File: config.mk
export PLATFORM = sky130hd
export DESIGN_NAME = lfu_cache_table
export DESIGN_NICKNAME = d
export VERILOG_FILES = /design/src/hdl/lfu_pkg.sv /design/src/hdl/lfu_cache_table.sv /design/src/hdl/lfu_datapath.sv /design/src/hdl/lfu_ctrl.sv
export SDC_FILE = /design/constraint.sdc
export NUM_CORES = 2
export LEC_CHECK = 0
export BUFFER_PORTS_ARGS = -buffer_cell sky130_fd_sc_hd__buf_2
export CORE_MARGIN = 3
export CORE_UTILIZATION = 56
export CTS_BUF_LIST = sky130_fd_sc_hd__clkbuf_8
export CTS_CLUSTER_DIAMETER = 50
export DETAILED_ROUTE_END_ITERATION = 6
export HOLD_SLACK_MARGIN = 0.12
export PLACE_DENSITY_LB_ADDON = 0.12
export SYNTH_ARGS = -nofsm -noshare
export SYNTH_HDL_FRONTEND = slang
export SYNTH_SLANG_ARGS = --single-unit
File: constraint.sdc
create_clock -name clk -period 12.3 [get_ports clk]
set_input_delay 2.46 -clock clk [delete_from_list [all_inputs] [get_ports clk]]
set_output_delay 2.46 -clock clk [all_outputs]
set_load 0.05 [all_outputs]
File: src/hdl/lfu_pkg.sv
// Package: shared types and constants for the LFU cache table.
`timescale 1ns / 1ps
package lfu_pkg;
	localparam int SLOTS_DEF = 16;
	localparam int CAP_W = 5;
	localparam logic [CAP_W-1:0] CAPACITY_RESET = 5'd16;
	localparam int KEY_W = 32;
	localparam int VAL_W = 32;
	localparam int CNT_W = 32;
	localparam int AGE_W = 48;
	localparam logic [VAL_W-1:0] MISS_VALUE = '1;
	localparam logic [CNT_W-1:0] COUNT_MAX = '1;
	localparam logic CMD_GET = 1'b0;
	localparam logic CMD_PUT = 1'b1;

	typedef struct packed {
		logic cmd;
		logic signed [KEY_W-1:0] lookup_key;
		logic signed [VAL_W-1:0] write_value;
	} req_t;

	typedef struct packed {
		logic found;
		logic signed [VAL_W-1:0] read_value;
		logic stored;
		logic evicted;
		logic signed [KEY_W-1:0] evicted_key;
	} rsp_t;

	typedef struct packed {
		logic start;
		logic step;
		logic commit;
	} ctl_t;

	typedef struct packed {
		logic last;
	} sts_t;
endpackage

File: src/hdl/lfu_cache_table.sv
// Top level: LFU key-value table with least-recent tie break.
// channel | valid     | stall      | payload
// request | in_valid  | in_stall   | in_data (req_t)
// result  | out_valid | out_stall  | out_data (rsp_t)
// Each request is accepted, then scanned over the slot table (one slot read per
// cycle), then committed: the commit edge updates the table and loads the
// result register.
// Reset empties the table, clears the age counter and sets capacity to 16.
// The next request is taken right after commit; while a result stalls, that
// request scans and then holds its commit until the result is taken.
`timescale 1ns / 1ps
module lfu_cache_table #(
	parameter int SLOTS = lfu_pkg::SLOTS_DEF
) (
	input  logic clk,
	input  logic arst_n,
	input  logic cfg_we,
	input  logic [lfu_pkg::CAP_W-1:0] cfg_wdata,
	input  logic in_valid,
	output logic in_stall,
	input  lfu_pkg::req_t in_data,
	output logic out_valid,
	input  logic out_stall,
	output lfu_pkg::rsp_t out_data
);
	import lfu_pkg::*;
	logic [CAP_W-1:0] capacity_q;
	req_t req_q;
	ctl_t ctl;
	sts_t sts;
	logic req_load;

	always_ff @(posedge clk or negedge arst_n) begin
		if (!arst_n) capacity_q <= CAPACITY_RESET;
		else if (cfg_we) capacity_q <= cfg_wdata;
	end

	always_ff @(posedge clk) begin
		if (req_load) req_q <= in_data;
	end

	lfu_ctrl u_ctrl (
		.clk(clk), .arst_n(arst_n), .in_valid(in_valid), .in_stall(in_stall),
		.out_valid(out_valid), .out_stall(out_stall), .sts(sts), .ctl(ctl),
		.req_load(req_load)
	);

	lfu_datapath #(.SLOTS(SLOTS)) u_dp (
		.clk(clk), .arst_n(arst_n), .capacity_q(capacity_q), .req(req_q),
		.ctl(ctl), .sts(sts), .rsp(out_data)
	);
endmodule

File: src/hdl/lfu_datapath.sv
// Datapath: slot storage, scan for key match, victim, free slot and occupancy.
`timescale 1ns / 1ps
module lfu_datapath #(
	parameter int SLOTS = lfu_pkg::SLOTS_DEF
) (
	input  logic clk,
	input  logic arst_n,
	input  logic [lfu_pkg::CAP_W-1:0] capacity_q,
	input  lfu_pkg::req_t req,
	input  lfu_pkg::ctl_t ctl,
	output lfu_pkg::sts_t sts,
	output lfu_pkg::rsp_t rsp
);
	import lfu_pkg::*;
	localparam int IW = (SLOTS > 1) ? $clog2(SLOTS) : 1;
	localparam int OW = $clog2(SLOTS + 1);

	logic [SLOTS-1:0] valid_q;
	logic [KEY_W-1:0] key_mem [SLOTS];
	logic [VAL_W-1:0] val_mem [SLOTS];
	logic [CNT_W-1:0] cnt_mem [SLOTS];
	logic [AGE_W-1:0] age_mem [SLOTS];
	logic [AGE_W-1:0] age_ctr_q;

	logic [IW-1:0] idx_q;
	logic          hit_q, vic_ok_q, free_ok_q;
	logic [IW-1:0] hit_idx_q, vic_idx_q, free_idx_q;
	logic [CNT_W-1:0] vic_cnt_q;
	logic [AGE_W-1:0] vic_age_q;
	logic [OW-1:0] occ_q;

	logic [KEY_W-1:0] rk;
	logic [VAL_W-1:0] rv;
	logic [CNT_W-1:0] rc;
	logic [AGE_W-1:0] ra;
	logic rvalid;
	logic better;

	always_comb begin
		rk = key_mem[idx_q];
		rv = val_mem[idx_q];
		rc = cnt_mem[idx_q];
		ra = age_mem[idx_q];
		rvalid = valid_q[idx_q];
		better = !vic_ok_q || (rc < vic_cnt_q) || (rc == vic_cnt_q && ra < vic_age_q);
	end

	assign sts.last = (idx_q == IW'(SLOTS - 1));

	logic [OW-1:0] eff;
	logic full, do_evict, do_fill, do_store;
	logic [IW-1:0] fill_idx;
	logic [SLOTS-1:0] valid_set, valid_clr;
	always_comb begin
		eff = (32'(capacity_q) > 32'(SLOTS)) ? OW'(SLOTS) : OW'(capacity_q);
		full = (occ_q >= eff);
		do_evict = full && vic_ok_q;
		do_fill = !full || do_evict;
		fill_idx = (free_ok_q && !(do_evict && vic_idx_q < free_idx_q)) ?
			free_idx_q : vic_idx_q;
		if (full && !do_evict) fill_idx = free_idx_q;
		do_store = !hit_q && (req.cmd == CMD_PUT) && do_fill && (free_ok_q || do_evict);
		valid_set = '0;
		valid_clr = '0;
		if (!hit_q && req.cmd == CMD_PUT) begin
			if (do_evict) valid_clr[vic_idx_q] = 1'b1;
			if (do_store) valid_set[fill_idx] = 1'b1;
		end
	end

	always_ff @(posedge clk or negedge arst_n) begin
		if (!arst_n) begin
			valid_q <= '0;
			age_ctr_q <= '0;
			idx_q <= '0;
			hit_q <= 1'b0;
			vic_ok_q <= 1'b0;
			free_ok_q <= 1'b0;
			occ_q <= '0;
		end else if (ctl.start) begin
			idx_q <= '0;
			hit_q <= 1'b0;
			vic_ok_q <= 1'b0;
			free_ok_q <= 1'b0;
			occ_q <= '0;
		end else if (ctl.step) begin
			if (rvalid) begin
				occ_q <= occ_q + OW'(1);
				if (rk == req.lookup_key && !hit_q) begin
					hit_q <= 1'b1;
					hit_idx_q <= idx_q;
				end
				if (better) begin
					vic_ok_q <= 1'b1;
					vic_idx_q <= idx_q;
					vic_cnt_q <= rc;
					vic_age_q <= ra;
				end
			end else if (!free_ok_q) begin
				free_ok_q <= 1'b1;
				free_idx_q <= idx_q;
			end
			if (!sts.last) idx_q <= idx_q + IW'(1);
		end else if (ctl.commit) begin
			valid_q <= (valid_q & ~valid_clr) | valid_set;
			if (hit_q || do_store) age_ctr_q <= age_ctr_q + AGE_W'(1);
		end
	end

	always_ff @(posedge clk) begin
		if (ctl.commit) begin
			if (hit_q) begin
				if (req.cmd == CMD_PUT) val_mem[hit_idx_q] <= req.write_value;
				if (cnt_mem[hit_idx_q] != COUNT_MAX)
					cnt_mem[hit_idx_q] <= cnt_mem[hit_idx_q] + CNT_W'(1);
				age_mem[hit_idx_q] <= age_ctr_q;
			end else if (do_store) begin
				key_mem[fill_idx] <= req.lookup_key;
				val_mem[fill_idx] <= req.write_value;
				cnt_mem[fill_idx] <= CNT_W'(1);
				age_mem[fill_idx] <= age_ctr_q;
			end
		end
	end

	always_ff @(posedge clk) begin
		if (ctl.commit) begin
			rsp.found <= hit_q;
			rsp.read_value <= (hit_q && req.cmd == CMD_GET) ? val_mem[hit_idx_q] : MISS_VALUE;
			rsp.stored <= (req.cmd == CMD_PUT) &&
				(hit_q || (do_fill && (free_ok_q || do_evict)));
			rsp.evicted <= (req.cmd == CMD_PUT) && !hit_q && do_evict;
			rsp.evicted_key <= ((req.cmd == CMD_PUT) && !hit_q && do_evict) ?
				key_mem[vic_idx_q] : '0;
		end
	end
endmodule

File: src/hdl/lfu_ctrl.sv
// Controller: request handshake and scan sequencing.
`timescale 1ns / 1ps
module lfu_ctrl (
	input  logic clk,
	input  logic arst_n,
	input  logic in_valid,
	output logic in_stall,
	output logic out_valid,
	input  logic out_stall,
	input  lfu_pkg::sts_t sts,
	output lfu_pkg::ctl_t ctl,
	output logic req_load
);
	import lfu_pkg::*;
	typedef enum logic [2:0] {
		S_IDLE = 3'b001,
		S_SCAN = 3'b010,
		S_DONE = 3'b100
	} state_t;
	state_t state_q;
	logic out_free;

	assign out_free = !out_valid || !out_stall;
	assign in_stall = (state_q != S_IDLE);
	assign req_load = (state_q == S_IDLE) && in_valid;
	assign ctl.start = req_load;
	assign ctl.step = (state_q == S_SCAN);
	assign ctl.commit = (state_q == S_DONE) && out_free;

	always_ff @(posedge clk or negedge arst_n) begin
		if (!arst_n) begin
			state_q <= S_IDLE;
			out_valid <= 1'b0;
		end else begin
			if (ctl.commit) out_valid <= 1'b1;
			else if (!out_stall) out_valid <= 1'b0;
			case (state_q)
				S_IDLE: if (in_valid) state_q <= S_SCAN;
				S_SCAN: if (sts.last) state_q <= S_DONE;
				S_DONE: if (out_free) state_q <= S_IDLE;
				default: state_q <= S_IDLE;
			endcase
		end
	end
endmodule

==> out/results.txt <==
Yosys cell types - 83
Rel. slew slack - 0.252
Crit start category - register
FF-to-FF End - u_dp.vic_idx_q[3]
1st-iter DRT viols - 6026
Horiz. Die Dim - 449 um
Bufs and invs on worst path - 4
Unrepaired setup endpoints after global routing - no
CP Max Fanout - 91
Core Rows - 162
Crit path DAT - 7.87 ns
Critical Path End Type - register
Synthesized flop and latch total - 2617
Vias in the first global route - 57300
Largest net degree at the start of global routing - 137
Syn_nets - 5307
First-pass GRT wire length - 393 mm
R2R setup slack - 5.06 ns
CP cell instances - buf_12 -> buf_4 -> mux4_2 -> mux4_2 -> ha_1 -> nor2b_1 -> o21ai_0 -> nand2b_1 -> a21oi_1 -> o21ai_0 -> a21oi_1 -> o21ai_0 -> a2111o_1 -> a31oi_4 -> buf_4 -> buf_4
Root Buffer Master - clkbuf_8
GP Congestion - 0.818
Pleak - 40.3 nW
Run status - finished, final reports clean
Cell Area, Synth - 110000 um2
DP HPWL - 138 mm
CTS tree - built
Nets - 5735
Antenna Nets Post-Route - 0
Full die area - 202000 um2
Fin crit share - 0.588
Layout cells sized above 1 - 0.324
Post-synthesis sequential area ratio - 0.710
Worst R2R Start - u_dp.idx_q[0]
H-tree Lvls - 5
DRC errors left - 0
Async SR Flop Fraction - 0.0325
Min Clock Period, post-route - 7.24 ns
Io pins - 144
Final setup fails - 0
Port buffer count - 143
Crit-path leading delay family - buffers and inverters
CTS Buffer Depth - 4
Starting Density - 0.564
Main synth FF type - edfxtp_1
Post-CTS sizing - 0
Largest stage delay, worst path - 0.84 ns
CTS sink cnt - 2617
Worst-Skew Late Latency - 1.07 ns
Final hold violations - 0
CP Depth - 16
Worst Setup Path Type - reg -> reg
Filler instances - 13500
WL final - 267 mm
Synth Area per Inst - 21.4 um2
CP max stage cell - buf_4
Number of synthesized flops with an enable pin - 2528
P&R area growth vs syn - 10.9%
Final slew viol count - 0
PwrDens - 159 nW/um2
Gr ovfl total - 0
Worst vdd ir - 0.110 mV
FF-to-FF path depth - 16
Vias - 55400
Crit path required time - 12.94 ns
Max Cap Viol - 0
DR pass1 iterations - 5
Post-CTS Setup Inserts - 0
Initial antenna violation count - 17
FMAX - 138 MHz
Hold_sp - capacity_q[0]
Setup Skew - 0.0610 ns
Hold Path End - capacity_q[0]
Wirelength per Cell - 31.3 um
Core area - 195000 um2
Post-layout util - 0.625
Setup TNS - 0 ns
Least-Margin Pin Slew - 1.11 ns
Mapped Cells - 5141
YS warnings - 0
Vias/cell - 6.50
Clk slew on worst S/H paths - 0.06 ns
Total global-route track usage - 0.267
Hold_buf cts - 0
Die Span Y - 449 um
Num CTS Buffers - 431
WHS Path Cells - 1
Worst hold path class - reg -> reg
==> sequential cells by signal (all words and copies together) (netlist names), 3 cells and up, named ones only <==
register,cells
capacity_q,5
req_q,65
u_ctrl.state_q,3
u_dp.age_ctr_q,48
u_dp.age_mem,768
u_dp.cnt_mem,512
u_dp.free_idx_q,4
u_dp.hit_idx_q,4
u_dp.idx_q,4
u_dp.key_mem,512
u_dp.occ_q,5
u_dp.rsp,67
u_dp.val_mem,512
u_dp.valid_q,16
u_dp.vic_age_q,48
u_dp.vic_cnt_q,32
u_dp.vic_idx_q,4
==> logic make-up (layout without fill, tap and decap cells) <==
group	after synthesis	in the layout	synth area share
AND/OR/NAND/NOR	568	568	0.0259
adder cells (fa/ha/maj)	91	91	0.0104
AO/OA/AOI/OAI	265	265	0.0164
flip-flops	2617	2617	0.710
XOR/XNOR	113	113	0.00900
other	0	10	0
multiplexers	1101	1101	0.212
buffers and inverters	386	1135	0.0164
==> layout make-up <==
cell class	count	area, um2	share of cell area
inverters	109	419	0.00344
multi-input cells	2138	30500	0.251
well taps	2624	3280	0.0269
clock inverters	300	1490	0.0122
clock buffers	454	6250	0.0512
diodes	10	25.0	0.000205
repair buffers	272	1790	0.0147
flip-flops and latches	2617	78100	0.641
==> synth_stat cells (all sizes together), types with 5 or more instances <==
cell type | number | area [um2]
xor2 | 55 | 482
or3 | 6 | 37.5
a22oi | 6 | 45.0
o2111ai | 9 | 85.1
nand4 | 28 | 175
mux4 | 975 | 22000
nand2b | 50 | 313
and4 | 6 | 52.6
a21o | 33 | 248
a21oi | 47 | 243
a221oi | 12 | 118
and3 | 13 | 81.3
nand2 | 115 | 432
inv | 108 | 405
a31oi | 9 | 56.3
mux2 | 34 | 383
nand3 | 61 | 305
nor3b | 8 | 71.3
a2111oi | 6 | 58.8
nor2 | 155 | 582
clkbuf | 138 | 518
a22o | 12 | 105
ha | 91 | 1140
o22ai | 22 | 138
nor3 | 37 | 201
mux2i | 92 | 925
a211oi | 10 | 75.1
xnor2 | 58 | 508
and2 | 9 | 56.3
nor4 | 12 | 81.3
o21ai | 63 | 315
o211ai | 5 | 37.5
or2 | 7 | 43.8
dfrtp | 83 | 2080
nor2b | 48 | 300
edfxtp | 2528 | 75900
buf | 139 | 875
==> routing by layer <==
| layer | vias up | global-route usage | wire, um |
|---|---|---|---|
| met5 | - | 0 | 0 |
| met4 | 0 | 0.0825 | 7670 |
| met3 | 532 | 0.0462 | 19200 |
| met2 | 2416 | 0.424 | 131000 |
| met1 | 29800 | 0.385 | 109000 |
| li1 | 22700 | - | - |
==> per-stage QoR <==
step | instance area, um2 | setup WS [ns] | hold slack [ns] | std cells | total power (W)
after floorplan | 110000 | 2.50 | 0.460 | 5141 | 0.0120
after global placement | 114000 | 5.03 | 0.486 | 7760 | 0.0127
after detailed placement | 114000 | 4.96 | 0.499 | 7760 | 0.0127
after CTS | 122000 | 4.93 | 0.511 | 8514 | 0.0196
after global routing | 122000 | 4.51 | 0.530 | 8521 | 0.0202
final | 122000 | 5.06 | 0.510 | 8524 | 0.0194
==> worst max path at each step <==
stage / slack [ns] / start / to
6_report: 5.06 / u_dp.idx_q[0] / u_dp.vic_idx_q[3]
5_1_grt: 4.51 / u_dp.idx_q[0] / u_dp.vic_cnt_q[7]
4_1_cts: 4.93 / u_dp.idx_q[0] / u_dp.vic_cnt_q[7]
3_5_place_dp: 4.96 / u_dp.idx_q[0] / u_dp.vic_age_q[33]
3_3_place_gp: 5.03 / u_dp.idx_q[0] / u_dp.vic_age_q[32]
2_1_floorplan: 2.50 / u_dp.idx_q[0] / u_dp.vic_age_q[0]
==> power by group <==
part / internal, W / total (W) / switching, W
clock network: 0.00360 / 0.00696 / 0.00336
registers: 0.00999 / 0.0103 / 0.000262
logic: 0.000999 / 0.00224 / 0.00124
==> cell usage in the layout, fill, tap and decap left out, types with 51 or more instances in the layout <==
cell type,count
nor2_4,51
mux4_2,974
xnor2_1,58
mux2i_1,91
nor2_1,104
clkbuf_8,454
nand2_1,115
buf_4,122
inv_1,243
xor2_1,55
ha_1,91
dfrtp_1,79
nand3_1,60
o21ai_0,59
clkinv_1,97
edfxtp_1,2528
buf_2,142
Note: power is estimated with default switching activity, not from simulation.
